### config.mk
export PLATFORM = sky130hd
export DESIGN_NAME = first_fit_segment_allocator_top
export DESIGN_NICKNAME = d
export VERILOG_FILES = /design/src/rtl/core/ffsa_pkg.sv /design/src/rtl/core/first_fit_segment_allocator_top.sv /design/src/rtl/core/ffsa_mem.sv
export SDC_FILE = /design/constraint.sdc
export NUM_CORES = 2
export LEC_CHECK = 0
export BUFFER_PORTS_ARGS = -buffer_cell sky130_fd_sc_hd__buf_2
export CORE_UTILIZATION = 60
export DETAILED_ROUTE_END_ITERATION = 7
export PLACE_DENSITY = 0.78
export SETUP_SLACK_MARGIN = 0.2
export SYNTH_ARGS = -nofsm -noshare
export SYNTH_HDL_FRONTEND = slang
export SYNTH_HIERARCHICAL = 1
export SYNTH_SLANG_ARGS = --single-unit
### constraint.sdc
create_clock -name clk -period 7.5 [get_ports clk]
set_input_delay 1.875 -clock clk [delete_from_list [all_inputs] [get_ports clk]]
set_output_delay 1.875 -clock clk [all_outputs]
set_load 0.01 [all_outputs]
### src/rtl/core/ffsa_pkg.sv
// ----------------------------------------------------------------------------
// ffsa_pkg
// Shared types and constants of the first-fit segment allocator.
// ----------------------------------------------------------------------------
`default_nettype none

package ffsa_pkg;

  localparam int START_W = 16;
  localparam int SIZE_W  = 17;
  localparam int LIM_W   = 6;

  localparam int DEF_MAX_SEGMENTS   = 32;
  localparam int DEF_MAX_HEAP_BYTES = 65536;

  localparam int HEAP_RST = 65536;
  localparam int LIM_RST  = 32;

  localparam int IN_TDATA_W  = 40;
  localparam int OUT_TDATA_W = 64;

  // Configuration register indexes.
  localparam logic CFG_HEAP_BYTES    = 1'b0;
  localparam logic CFG_SEGMENT_LIMIT = 1'b1;

  // Request kinds carried on in_tuser.
  localparam logic KIND_ALLOC = 1'b0;
  localparam logic KIND_FREE  = 1'b1;

  // One segment table entry.
  typedef struct packed {
    logic              used;
    logic [SIZE_W-1:0] size;
    logic [START_W-1:0] start;
  } seg_t;

endpackage

`default_nettype wire

### src/rtl/core/first_fit_segment_allocator_top.sv
// ----------------------------------------------------------------------------
// first_fit_segment_allocator_top
// First-fit segment allocator with coalescing over a memory-held table.
// ----------------------------------------------------------------------------
// Usage: a request word enters on the in_ channel (in_tuser selects allocate
// or free). The block scans its segment table, which lives in a synchronous
// single-read-port memory, one entry per cycle. An allocate takes the first
// free segment that fits and may split it; a free looks up the start offset
// and merges the segment with free neighbors. Table entries are shifted up
// or down one at a time, each moved entry read and then written back. A
// final pass over the table gathers the free total, the largest free
// segment and the used count. A zero-byte allocate is the quickest request,
// a split of entry 0, which moves every later entry up, the slowest; the
// memory's single read port sets the pace. Only one request is in flight;
// unless a configuration write is pending, in_tready rises in the same cycle
// that the result word appears in the output register, so the next request
// is taken while the result still waits. If the receiver stalls, the result
// word holds and a finished request waits until the output register is free.
// After reset, and after any configuration write once the block is idle,
// the block writes entry 0 of the table (in_tready low) to hold a single
// free segment of heap_bytes bytes.
// ----------------------------------------------------------------------------
`default_nettype none

module first_fit_segment_allocator_top
  import ffsa_pkg::*;
#(
  parameter int MAX_SEGMENTS   = DEF_MAX_SEGMENTS,
  parameter int MAX_HEAP_BYTES = DEF_MAX_HEAP_BYTES
) (
  input  wire logic                   clk,
  input  wire logic                   rst_n,
  // Configuration write port.
  input  wire logic                   cfg_we,
  input  wire logic                   cfg_index,
  input  wire logic [SIZE_W-1:0]      cfg_wdata,
  // Request channel.
  input  wire logic                   in_tvalid,
  output logic                        in_tready,
  // tdata: request_size[16:0], free_offset[32:17], zero padding above.
  input  wire logic [IN_TDATA_W-1:0]  in_tdata,
  // tuser: kind (0 allocate, 1 free).
  input  wire logic                   in_tuser,
  // Result channel.
  output logic                        out_tvalid,
  input  wire logic                   out_tready,
  // tdata: ok[0], granted_offset[16:1], free_total[33:17],
  // largest_free[50:34], allocs_left[56:51], zero padding above.
  output logic [OUT_TDATA_W-1:0]      out_tdata
);

  localparam int AW    = (MAX_SEGMENTS > 1) ? $clog2(MAX_SEGMENTS) : 1;
  localparam int CNT_W = $clog2(MAX_SEGMENTS + 1);
  localparam int CMP_W = ((CNT_W > LIM_W) ? CNT_W : LIM_W) + 1;

  localparam int HEAP_INIT = (HEAP_RST > MAX_HEAP_BYTES) ? MAX_HEAP_BYTES : HEAP_RST;
  localparam int LIM_INIT  = (LIM_RST > MAX_SEGMENTS) ? MAX_SEGMENTS : LIM_RST;

  localparam logic [3:0] S_IDLE    = 4'd0;
  localparam logic [3:0] S_SCAN    = 4'd1;
  localparam logic [3:0] S_SH_RD   = 4'd2;
  localparam logic [3:0] S_SH_WR   = 4'd3;
  localparam logic [3:0] S_SPL_A   = 4'd4;
  localparam logic [3:0] S_SPL_B   = 4'd5;
  localparam logic [3:0] S_FR_PREV = 4'd6;
  localparam logic [3:0] S_FR_NEXT = 4'd7;
  localparam logic [3:0] S_FR_MRG  = 4'd8;
  localparam logic [3:0] S_RM_RD   = 4'd9;
  localparam logic [3:0] S_RM_WR   = 4'd10;
  localparam logic [3:0] S_STAT    = 4'd11;
  localparam logic [3:0] S_DONE    = 4'd12;

  logic [3:0]         state_r, state_nxt;
  logic               init_pend_r, init_pend_nxt;
  logic [SIZE_W-1:0]  heap_r, heap_nxt;
  logic [LIM_W-1:0]   lim_r, lim_nxt;
  logic [CNT_W-1:0]   cnt_r, cnt_nxt;
  logic               kind_r, kind_nxt;
  logic [SIZE_W-1:0]  want_r, want_nxt;
  logic [START_W-1:0] off_r, off_nxt;
  logic               ok_r, ok_nxt;
  logic [START_W-1:0] gr_r, gr_nxt;
  logic [CNT_W-1:0]   i_r, i_nxt;
  logic               rv_r, rv_nxt;
  logic [CNT_W-1:0]   ri_r, ri_nxt;
  logic [CNT_W-1:0]   hit_idx_r, hit_idx_nxt;
  seg_t               hit_r, hit_nxt;
  seg_t               prev_r, prev_nxt;
  logic [CNT_W-1:0]   j_r, j_nxt;
  logic [1:0]         rm_n_r, rm_n_nxt;
  logic [SIZE_W-1:0]  tot_r, tot_nxt;
  logic [SIZE_W-1:0]  big_r, big_nxt;
  logic [CNT_W-1:0]   used_r, used_nxt;
  logic               out_tvalid_r, out_tvalid_nxt;
  logic [OUT_TDATA_W-1:0] out_tdata_r, out_tdata_nxt;

  logic            mem_we;
  logic [AW-1:0]   mem_waddr;
  seg_t            mem_wdata;
  logic [AW-1:0]   mem_raddr;
  seg_t            mem_rdata;

  logic [SIZE_W-1:0] cfg_heap;
  logic [LIM_W-1:0]  cfg_lim;
  logic              match;
  logic              split_ok;
  logic              prev_free;
  logic              next_free;
  logic [CMP_W-1:0]  hit_p1;
  logic [LIM_W-1:0]  allocs_left;

  ffsa_mem #(
    .DEPTH (MAX_SEGMENTS),
    .AW    (AW)
  ) u_mem (
    .clk   (clk),
    .we    (mem_we),
    .waddr (mem_waddr),
    .wdata (mem_wdata),
    .raddr (mem_raddr),
    .rdata (mem_rdata)
  );

  // Register writes are clamped into their legal ranges.
  always_comb begin
    cfg_heap = cfg_wdata;
    if (cfg_heap == '0) begin
      cfg_heap = SIZE_W'(1);
    end
    if (32'(cfg_wdata) > 32'(MAX_HEAP_BYTES)) begin
      cfg_heap = SIZE_W'(MAX_HEAP_BYTES);
    end
    cfg_lim = cfg_wdata[LIM_W-1:0];
    if (cfg_lim < LIM_W'(2)) begin
      cfg_lim = LIM_W'(2);
    end
    if (32'(cfg_wdata[LIM_W-1:0]) > 32'(MAX_SEGMENTS)) begin
      cfg_lim = LIM_W'(MAX_SEGMENTS);
    end
  end

  assign hit_p1 = CMP_W'(hit_idx_r) + CMP_W'(1);

  // A hit during the scan: first free segment that fits, or exact start.
  assign match = rv_r && ((kind_r == KIND_FREE) ? (mem_rdata.start == off_r)
                          : (!mem_rdata.used && (mem_rdata.size >= want_r)));

  // The segment is cut only if the table has a spare slot after it and the
  // request leaves a remainder.
  assign split_ok = (CMP_W'(cnt_r) < CMP_W'(lim_r)) &&
                    ((CMP_W'(ri_r) + CMP_W'(1)) < CMP_W'(lim_r)) &&
                    (mem_rdata.size != want_r);

  assign prev_free = (hit_idx_r != '0) && !prev_r.used;
  assign next_free = (hit_p1 < CMP_W'(cnt_r)) && !mem_rdata.used;

  assign allocs_left = lim_r - LIM_W'(used_r);

  always_comb begin
    state_nxt      = state_r;
    init_pend_nxt  = init_pend_r;
    heap_nxt       = heap_r;
    lim_nxt        = lim_r;
    cnt_nxt        = cnt_r;
    kind_nxt       = kind_r;
    want_nxt       = want_r;
    off_nxt        = off_r;
    ok_nxt         = ok_r;
    gr_nxt         = gr_r;
    i_nxt          = i_r;
    rv_nxt         = rv_r;
    ri_nxt         = ri_r;
    hit_idx_nxt    = hit_idx_r;
    hit_nxt        = hit_r;
    prev_nxt       = prev_r;
    j_nxt          = j_r;
    rm_n_nxt       = rm_n_r;
    tot_nxt        = tot_r;
    big_nxt        = big_r;
    used_nxt       = used_r;
    out_tdata_nxt  = out_tdata_r;
    out_tvalid_nxt = out_tvalid_r && !out_tready;
    mem_we         = 1'b0;
    mem_waddr      = '0;
    mem_wdata      = hit_r;
    mem_raddr      = i_r[AW-1:0];

    case (state_r)
      S_IDLE: begin
        if (init_pend_r) begin
          mem_we        = 1'b1;
          mem_waddr     = '0;
          mem_wdata     = '{used: 1'b0, size: heap_r, start: '0};
          cnt_nxt       = CNT_W'(1);
          init_pend_nxt = 1'b0;
        end else if (in_tvalid && in_tready) begin
          kind_nxt = in_tuser;
          want_nxt = in_tdata[SIZE_W-1:0];
          off_nxt  = in_tdata[SIZE_W+START_W-1:SIZE_W];
          ok_nxt   = 1'b0;
          gr_nxt   = '0;
          i_nxt    = '0;
          rv_nxt   = 1'b0;
          tot_nxt  = '0;
          big_nxt  = '0;
          used_nxt = '0;
          if ((in_tuser == KIND_ALLOC) && (in_tdata[SIZE_W-1:0] == '0)) begin
            state_nxt = S_STAT;
          end else begin
            state_nxt = S_SCAN;
          end
        end
      end

      S_SCAN: begin
        if (i_r < cnt_r) begin
          i_nxt  = i_r + CNT_W'(1);
          rv_nxt = 1'b1;
          ri_nxt = i_r;
        end else begin
          rv_nxt = 1'b0;
        end
        if (match) begin
          hit_idx_nxt = ri_r;
          hit_nxt     = mem_rdata;
          ok_nxt      = 1'b1;
          i_nxt       = '0;
          rv_nxt      = 1'b0;
          if (kind_r == KIND_FREE) begin
            state_nxt = S_FR_PREV;
          end else begin
            gr_nxt = mem_rdata.start;
            if (split_ok) begin
              j_nxt     = cnt_r;
              state_nxt = S_SH_RD;
            end else begin
              mem_we         = 1'b1;
              mem_waddr      = ri_r[AW-1:0];
              mem_wdata      = mem_rdata;
              mem_wdata.used = 1'b1;
              state_nxt      = S_STAT;
            end
          end
        end else if (!rv_r && (i_r >= cnt_r)) begin
          i_nxt     = '0;
          rv_nxt    = 1'b0;
          state_nxt = S_STAT;
        end
      end

      // Open a slot after the hit by moving later entries up, top first.
      S_SH_RD: begin
        if (CMP_W'(j_r) > hit_p1) begin
          mem_raddr = AW'(j_r - CNT_W'(1));
          state_nxt = S_SH_WR;
        end else begin
          state_nxt = S_SPL_A;
        end
      end

      S_SH_WR: begin
        mem_we    = 1'b1;
        mem_waddr = j_r[AW-1:0];
        mem_wdata = mem_rdata;
        j_nxt     = j_r - CNT_W'(1);
        state_nxt = S_SH_RD;
      end

      S_SPL_A: begin
        mem_we    = 1'b1;
        mem_waddr = AW'(hit_p1);
        mem_wdata = '{used:  1'b0,
                      size:  hit_r.size - want_r,
                      start: hit_r.start + want_r[START_W-1:0]};
        state_nxt = S_SPL_B;
      end

      S_SPL_B: begin
        mem_we    = 1'b1;
        mem_waddr = hit_idx_r[AW-1:0];
        mem_wdata = '{used: 1'b1, size: want_r, start: hit_r.start};
        cnt_nxt   = cnt_r + CNT_W'(1);
        state_nxt = S_STAT;
      end

      S_FR_PREV: begin
        mem_raddr = AW'(hit_idx_r - CNT_W'(1));
        state_nxt = S_FR_NEXT;
      end

      S_FR_NEXT: begin
        prev_nxt  = mem_rdata;
        mem_raddr = AW'(hit_p1);
        state_nxt = S_FR_MRG;
      end

      // mem_rdata holds the next entry here.
      S_FR_MRG: begin
        mem_we = 1'b1;
        if (prev_free && next_free) begin
          mem_waddr = AW'(hit_idx_r - CNT_W'(1));
          mem_wdata = '{used: 1'b0, size: prev_r.size + hit_r.size + mem_rdata.size,
                        start: prev_r.start};
          j_nxt     = hit_idx_r;
          rm_n_nxt  = 2'd2;
          state_nxt = S_RM_RD;
        end else if (prev_free) begin
          mem_waddr = AW'(hit_idx_r - CNT_W'(1));
          mem_wdata = '{used: 1'b0, size: prev_r.size + hit_r.size, start: prev_r.start};
          j_nxt     = hit_idx_r;
          rm_n_nxt  = 2'd1;
          state_nxt = S_RM_RD;
        end else if (next_free) begin
          mem_waddr = hit_idx_r[AW-1:0];
          mem_wdata = '{used: 1'b0, size: hit_r.size + mem_rdata.size, start: hit_r.start};
          j_nxt     = CNT_W'(hit_p1);
          rm_n_nxt  = 2'd1;
          state_nxt = S_RM_RD;
        end else begin
          mem_waddr = hit_idx_r[AW-1:0];
          mem_wdata = '{used: 1'b0, size: hit_r.size, start: hit_r.start};
          i_nxt     = '0;
          rv_nxt    = 1'b0;
          state_nxt = S_STAT;
        end
      end

      // Close the gap left by merged entries, lowest entry first.
      S_RM_RD: begin
        if ((CMP_W'(j_r) + CMP_W'(rm_n_r)) < CMP_W'(cnt_r)) begin
          mem_raddr = AW'(j_r + CNT_W'(rm_n_r));
          state_nxt = S_RM_WR;
        end else begin
          cnt_nxt   = cnt_r - CNT_W'(rm_n_r);
          i_nxt     = '0;
          rv_nxt    = 1'b0;
          state_nxt = S_STAT;
        end
      end

      S_RM_WR: begin
        mem_we    = 1'b1;
        mem_waddr = j_r[AW-1:0];
        mem_wdata = mem_rdata;
        j_nxt     = j_r + CNT_W'(1);
        state_nxt = S_RM_RD;
      end

      S_STAT: begin
        if (i_r < cnt_r) begin
          i_nxt  = i_r + CNT_W'(1);
          rv_nxt = 1'b1;
        end else begin
          rv_nxt = 1'b0;
        end
        if (rv_r) begin
          if (mem_rdata.used) begin
            used_nxt = used_r + CNT_W'(1);
          end else begin
            tot_nxt = tot_r + mem_rdata.size;
            if (mem_rdata.size > big_r) begin
              big_nxt = mem_rdata.size;
            end
          end
        end else if (i_r >= cnt_r) begin
          state_nxt = S_DONE;
        end
      end

      S_DONE: begin
        if (!out_tvalid_r || out_tready) begin
          out_tvalid_nxt = 1'b1;
          out_tdata_nxt  = {7'b0, allocs_left, big_r, tot_r, gr_r, ok_r};
          state_nxt      = S_IDLE;
        end
      end

      default: begin
        state_nxt = S_IDLE;
      end
    endcase

    if (cfg_we) begin
      init_pend_nxt = 1'b1;
      if (cfg_index == CFG_HEAP_BYTES) begin
        heap_nxt = cfg_heap;
      end else begin
        lim_nxt = cfg_lim;
      end
    end
  end

  always_ff @(posedge clk) begin
    if (!rst_n) begin
      state_r      <= S_IDLE;
      init_pend_r  <= 1'b1;
      heap_r       <= SIZE_W'(HEAP_INIT);
      lim_r        <= LIM_W'(LIM_INIT);
      cnt_r        <= CNT_W'(1);
      i_r          <= '0;
      rv_r         <= 1'b0;
      out_tvalid_r <= 1'b0;
    end else begin
      state_r      <= state_nxt;
      init_pend_r  <= init_pend_nxt;
      heap_r       <= heap_nxt;
      lim_r        <= lim_nxt;
      cnt_r        <= cnt_nxt;
      i_r          <= i_nxt;
      rv_r         <= rv_nxt;
      out_tvalid_r <= out_tvalid_nxt;
    end
  end

  always_ff @(posedge clk) begin
    kind_r      <= kind_nxt;
    want_r      <= want_nxt;
    off_r       <= off_nxt;
    ok_r        <= ok_nxt;
    gr_r        <= gr_nxt;
    ri_r        <= ri_nxt;
    hit_idx_r   <= hit_idx_nxt;
    hit_r       <= hit_nxt;
    prev_r      <= prev_nxt;
    j_r         <= j_nxt;
    rm_n_r      <= rm_n_nxt;
    tot_r       <= tot_nxt;
    big_r       <= big_nxt;
    used_r      <= used_nxt;
    out_tdata_r <= out_tdata_nxt;
  end

  assign in_tready  = (state_r == S_IDLE) && !init_pend_r && !cfg_we;
  assign out_tvalid = out_tvalid_r;
  assign out_tdata  = out_tdata_r;

  // The table never holds more segments than the limit allows.
  a_cnt_limit: assert property (@(posedge clk) disable iff (!rst_n)
    !init_pend_r |-> (CMP_W'(cnt_r) <= CMP_W'(lim_r)))
    else $error("segment count above limit");

  // Table writes stay inside the used part of the table or one slot beyond.
  a_waddr: assert property (@(posedge clk) disable iff (!rst_n)
    mem_we |-> (CMP_W'(mem_waddr) <= CMP_W'(cnt_r)))
    else $error("table write outside the segment range");

  // One request at a time: an accepted word closes the input.
  a_busy: assert property (@(posedge clk) disable iff (!rst_n)
    (in_tvalid && in_tready) |=> !in_tready)
    else $error("request taken while busy");

endmodule

`default_nettype wire

### src/rtl/core/ffsa_mem.sv
// ----------------------------------------------------------------------------
// ffsa_mem
// Segment table memory: one write port, one read port, registered read data.
// ----------------------------------------------------------------------------
`default_nettype none

module ffsa_mem
  import ffsa_pkg::*;
#(
  parameter int DEPTH = DEF_MAX_SEGMENTS,
  parameter int AW    = $clog2(DEF_MAX_SEGMENTS)
) (
  input  wire logic          clk,
  input  wire logic          we,
  input  wire logic [AW-1:0] waddr,
  input  wire seg_t          wdata,
  input  wire logic [AW-1:0] raddr,
  output seg_t               rdata
);

  seg_t mem [DEPTH];

  always_ff @(posedge clk) begin
    if (we) begin
      mem[waddr] <= wdata;
    end
  end

  always_ff @(posedge clk) begin
    rdata <= mem[raddr];
  end

endmodule

`default_nettype wire
# Yosys cells after proc, flatten, opt, wreduce, memory -nomap -nowiden
# Memory sizes are Yosys's and may differ from the RTL's. A register that Yosys moved wholly into a read port is not among the register bits.
# Index checks and enable logic that the tools add are counted.
word_totals:
  reg_bits: 278
  ram_bits: 1088
  out_inout_bits: 66
  wordCells: 243
  n_memories: 1
memory_table:
  columns: ["name", "words", "width", "rd", "rd_clocked_by_memory_dff", "wr", "line_no", "rtl"]
  rows:
  - ["u_mem.mem", 32, 34, 1, 1, 1, "ffsa_mem.sv:21", "seg_t mem [DEPTH];"]
classes:
  n_addsub: 18
  order_cmp: 12
  n_eq_ne: 33
  mux: 98
  bitwise: 4
  reduce_logical: 50
op_table:
  columns: ["cell", "count"]
  rows:
  - ["$pmux 34 s6", 1]
  - ["$mux 17", 9]
  - ["$mux 34", 4]
  - ["$mux 6", 21]
  - ["$mux 33", 3]
  - ["$add 17x17->17", 4]
  - ["$pmux 17 s2", 2]
  - ["$mux 16", 4]
  - ["$pmux 4 s13", 1]
  - ["$mux 4", 10]
  - ["$mux 5", 7]
  - ["$logic_not 17->1", 2]
  - ["$ne 2x2->1 const B", 16]
  - ["$pmux 16 s2", 1]
  - ["$pmux 6 s5", 1]
  - ["$pmux 5 s5", 1]
  - ["$add 6x1->6 const B", 4]
  - ["$pmux 6 s4", 1]
  - ["$lt 7x6->1", 3]
  - ["$eq 4x4->1 const B", 5]
  - ["$mux 1", 20]
  - ["$pmux 5 s4", 1]
  - ["$reduce_and 5->1", 4]
  - ["$pmux 6 s3", 1]
  - ["other kinds (48)", 89]

# Depth between registers and ports, before layout
depth:
  depth_word: 10
  ltp_mapped: 21
  mapped_depth_nobuf: 19

# Modules after synthesis
# The synthesis kept the hierarchy.
modules_own_cells:
  columns: ["mod", "instances", "cells_each", "area_per_inst_um2"]
  rows:
  - ["ffsa_mem", 1, 2399, 43108.8]
  - ["first_fit_segment_allocator_top", 1, 1938, 19062.0]

# Worst setup path before layout
# Ideal clock, no wire load.
synth_path:
  path_type: "input to register"
  start: "in out_tready"
  end: "reg out_tdata_r[0], in the netlist out_tdata[0], enable pin"
  setup_time_ps: 542
  t_arrival_ps: 5802
  required_ps: 6958
  setup_slack_ps: 1156
  stages: 2
  cell_sequence: "nor2b_1 -> nor3_1"
synth_via:
  elab_chain_cells: 2
synth_lines:
  columns: ["element", "line_no", "rtl"]
  rows:
  - ["from (decl)", "first_fit_segment_allocator_top.sv:46", "input wire logic out_tready,"]
  - ["$logic_or 1x1->1", "first_fit_segment_allocator_top.sv:371", "if (!out_tvalid_r || out_tready) begin"]
  - ["$reduce_and 2->1 (no line)", null, null]
  - ["to (signal assigned)", "first_fit_segment_allocator_top.sv:430", "out_tdata_r <= out_tdata_nxt;"]
  - ["to (decl)", "first_fit_segment_allocator_top.sv:95", "logic [OUT_TDATA_W-1:0] out_tdata_r, out_tdata_nxt;"]
# Every way passes these cells.
# A chain may end at the register's enable or synchronous reset.

# Worst setup path in the final report
layout_path:
  start: "reg hit_idx_r[0]"
  end: "reg, netlist name u_mem/rdata[1]"
layout_via:
  elab_chain_cells: 4
  elab_cells_between_ends: 5
  cone_classes: "2 x add/sub; 1 x order compare; 2 x mux"
layout_lines:
  columns: ["element", "line_no", "rtl"]
  rows:
  - ["from (decl)", "first_fit_segment_allocator_top.sv:86", "logic [CNT_W-1:0] hit_idx_r, hit_idx_nxt;"]
  - ["from (signal assigned)", "first_fit_segment_allocator_top.sv:422", "hit_idx_r <= hit_idx_nxt;"]
  - ["$add 6x1->7", "first_fit_segment_allocator_top.sv:142", "assign hit_p1 = CMP_W'(hit_idx_r) + CMP_W'(1);"]
  - ["$gt 6x7->1", "first_fit_segment_allocator_top.sv:253", "if (CMP_W'(j_r) > hit_p1) begin"]
  - ["$mux 5", "first_fit_segment_allocator_top.sv:253", null]
  - ["$pmux 5 s4 *", "first_fit_segment_allocator_top.sv:188", "case (state_r)"]
  - ["net mem_raddr[2]", "first_fit_segment_allocator_top.sv:100", "logic [AW-1:0] mem_raddr;"]
# The timed path passes the listed nets; every way through them passes the cells marked *.

==> qor.txt <==
Setup TNS - 0 ps
First-pass GRT wire length - 237000 um
# H-tree levels - 4
Port Buffers - 115
Ys Warns - 6
DR WL/cell - 27.0 um
Worst hold-check path type - flop to flop
Layout overhead on the synthesized area - 11.9%
ANT cells - 0
Status - finished, final reports clean
Max Cap Viol - 0
Clk_skew - 29.7 ps
Largest net degree at the start of global routing - 108
Critical path startpoint - hit_idx_r[0]$_DFFE_PP_
Clock Sinks - 1400
Period Utilization, post-route - 82.5%
Worst Path Max Fanout - 33
VDD IR-drop max - 0.228 mV
Initial antenna violation count - 5
Post-synthesis cell count - 4337
Fin nets - 4787
CTS Buffer Depth - 3
Critical Path RT - 8040 ps
Worst setup EP type - flop
Reg2reg path depth - 19
Final Core Density - 68.1%
Wirelength, routed - 163000 um
Top cell type by total area after synthesis - edfxtp_1
RSZ-0062 raised after global routing - no
DRT Pass-1 Iters - 8
Synth cell count leaders - 1324 x edfxtp_1, 565 x mux2i_1, 254 x a21oi_1, 235 x nand2_1, 196 x nor2_1
Relative slew margins - 16.2%
Reg-to-Reg Start - hit_idx_r[0]$_DFFE_PP_
Asr flop ratio synth - 0%
Height of the die - 324 um
Storage element area - 41300 um2
Area of the multi-input gates - 19700 um2
Die width - 324 um
EDFF count, synth - 1324
Lkg Pwr - 23.7 nW
Final Cell Area - 69600 um2
TritonCTS buffer count - 142
Worst Setup Start Kind - flop
Worst-Margin Slew - 1250 ps
Syn Area/Cell - 14.3 um2
# rows - 117
Highest clock rate - 162 MHz
Setup bufs post-CTS - 0
GPL Wtd Cong - 1.01
CTS Root Cell - clkbuf_16
Final setup vio count - 0
Vias in the first global route - 38100
Hold buffers post-CTS - 0
Critical path arrival - 6720 ps
Routed vias/inst - 6.51
Layout filler cell count - 6827
DR iter-0 viols - 4859
Via count - 39200
Post-DP HPWL - 99600 um
Clock latency on the worst-skew pair - 750 ps
Pwr Density - 333 nW/um2
Worst hold start - gr_r[1]$_SDFFCE_PN0P_
Netlist cell types - 89
DP Area - 64900 um2
Seq cells post-synth - 1400
FF-to-FF End - u_mem/rdata[1]$_DFF_P_
Max-slew violation count - 0
Fin. Hold Viols - 0
CTS tree - done
Initial core utilization - 60.8%
Sequential area share after synthesis - 66.4%
Synth Flop Type - edfxtp_1
Post-route DRC - 0
Reg2Reg Setup Slack - 1310 ps
Worst-path clk slew - 60 ps
Syn Std Cell Area - 62200 um2
Die footprint - 105000 um2
Post-DRT Antenna Nets - 0
Cells on Worst Hold Path - 0
Area contributors post-synth - edfxtp_1 64%, mux2i_1 9.1%, ha_1 3.7%
CTS resizes - 0
Placeable core area - 102000 um2
Total grt overflow - 0
Final min period - 6190 ps
Total track usage - 30.9%
Crit Path Class - flop to flop
Most frequent cell after synthesis - edfxtp_1
Num ports - 130
Share of cells above drive strength 1 - 11.9%
WHS Endpoint - out_tdata[2]$_DFFE_PP_
Post-synth top area share - 63.9%
flip-flops by register name (all words and copies together), names as in the netlist, 16 cells and up:
signal       flops
out_tdata       57
u_mem/rdata     34
hit_r           34
big_r           17
gr_r            16
tot_r           17
heap_r          17
want_r          17
off_r           16
prev_r          34
u_mem/mem     1088
where the power goes:
group          internal (mW)  switching, mW  total, mW  leakage [nW]
Clock                   4.07           2.97       7.04          2.26
Combinational           2.19           3.93       6.11          8.60
Sequential              9.67          0.357       10.0          12.8
placed cells by master, fill, tap and decap left out, types with 44 or more instances in the layout:
cell,Yosys,final
ha_1,182,182
nand3_1,155,155
a22oi_1,126,126
a22o_1,70,70
edfxtp_1,1324,1324
clkbuf_16,0,144
nand2_1,235,234
dfxtp_1,76,76
buf_2,53,115
xnor2_1,72,72
nor2_1,196,161
a31oi_1,51,50
a21o_1,44,44
buf_4,37,122
mux2i_1,565,565
xor2_1,55,55
nor3_1,74,72
a21oi_1,254,245
inv_1,98,98
o21ai_0,100,98
worst max path at each step:
stage / end / slack [ps]
4_1_cts: u_mem/rdata[6]$_DFF_P_ / 1540
5_1_grt: u_mem/rdata[30]$_DFF_P_ / 1040
3_5_place_dp: u_mem/rdata[6]$_DFF_P_ / 1620
2_1_floorplan: out_tdata[0]$_DFFE_PP_ / 1160
3_3_place_gp: u_mem/rdata[30]$_DFF_P_ / 1650
6_report: u_mem/rdata[1]$_DFF_P_ / 1310
metrics by stage:
stage	std cells	hold WS (ps)	power, mW	setup slack, ps
floorplan	4343	400	14.2	1160
global placement	5756	402	15.9	1650
detailed placement	5756	405	16.1	1620
CTS	6019	421	23.1	1540
global route	6019	424	24.0	1040
finish	6019	415	23.2	1310
cell families after synthesis:
| group | Yosys count | share of synthesized area, % |
|---|---|---|
| flip-flops | 1400 | 66.4 |
| AND/OR/NAND/NOR | 871 | 6.70 |
| AO/OA/AOI/OAI | 865 | 9.34 |
| multiplexers | 572 | 9.22 |
| buffers and inverters | 308 | 2.55 |
| adder cells (fa/ha/maj) | 193 | 3.98 |
| XOR/XNOR | 127 | 1.79 |
| other | 1 | 0.00603 |
metal layers:
layer | vias up | GRT usage [%] | wire (um)
met3 | 446 | 5.58 | 16000
met1 | 19300 | 39.7 | 60700
met5 | - | 0 | 19
li1 | 17200 | - | -
met2 | 2150 | 50.4 | 77200
met4 | 2 | 16.0 | 8800
layout make-up:
class,count,area share [%]
inverters,100,0.539
flip-flops and latches,1400,59.3
clock buffers,190,5.61
clock inverters,73,1.09
repair buffers,253,2.60
multi-input cells,2635,28.4
well taps,1368,2.46
critical path, stage by stage, from the launching register on:
cell and delay (ps):
edfxtp_1 590, inv_1 180, ha_1 470, inv_1 100, ha_1 290, nor2b_1 130, o21a_1 150, o21ai_0 160
a21oi_1 120, o21ai_0 630, a32oi_1 140, o21ai_0 460, a22oi_1 170, o21ai_0 440, and2_4 670, buf_4 530
a22o_1 230, nor3_1 40, a31oi_1 180, nand3_1 250
(Power assumes the default switching activity.)
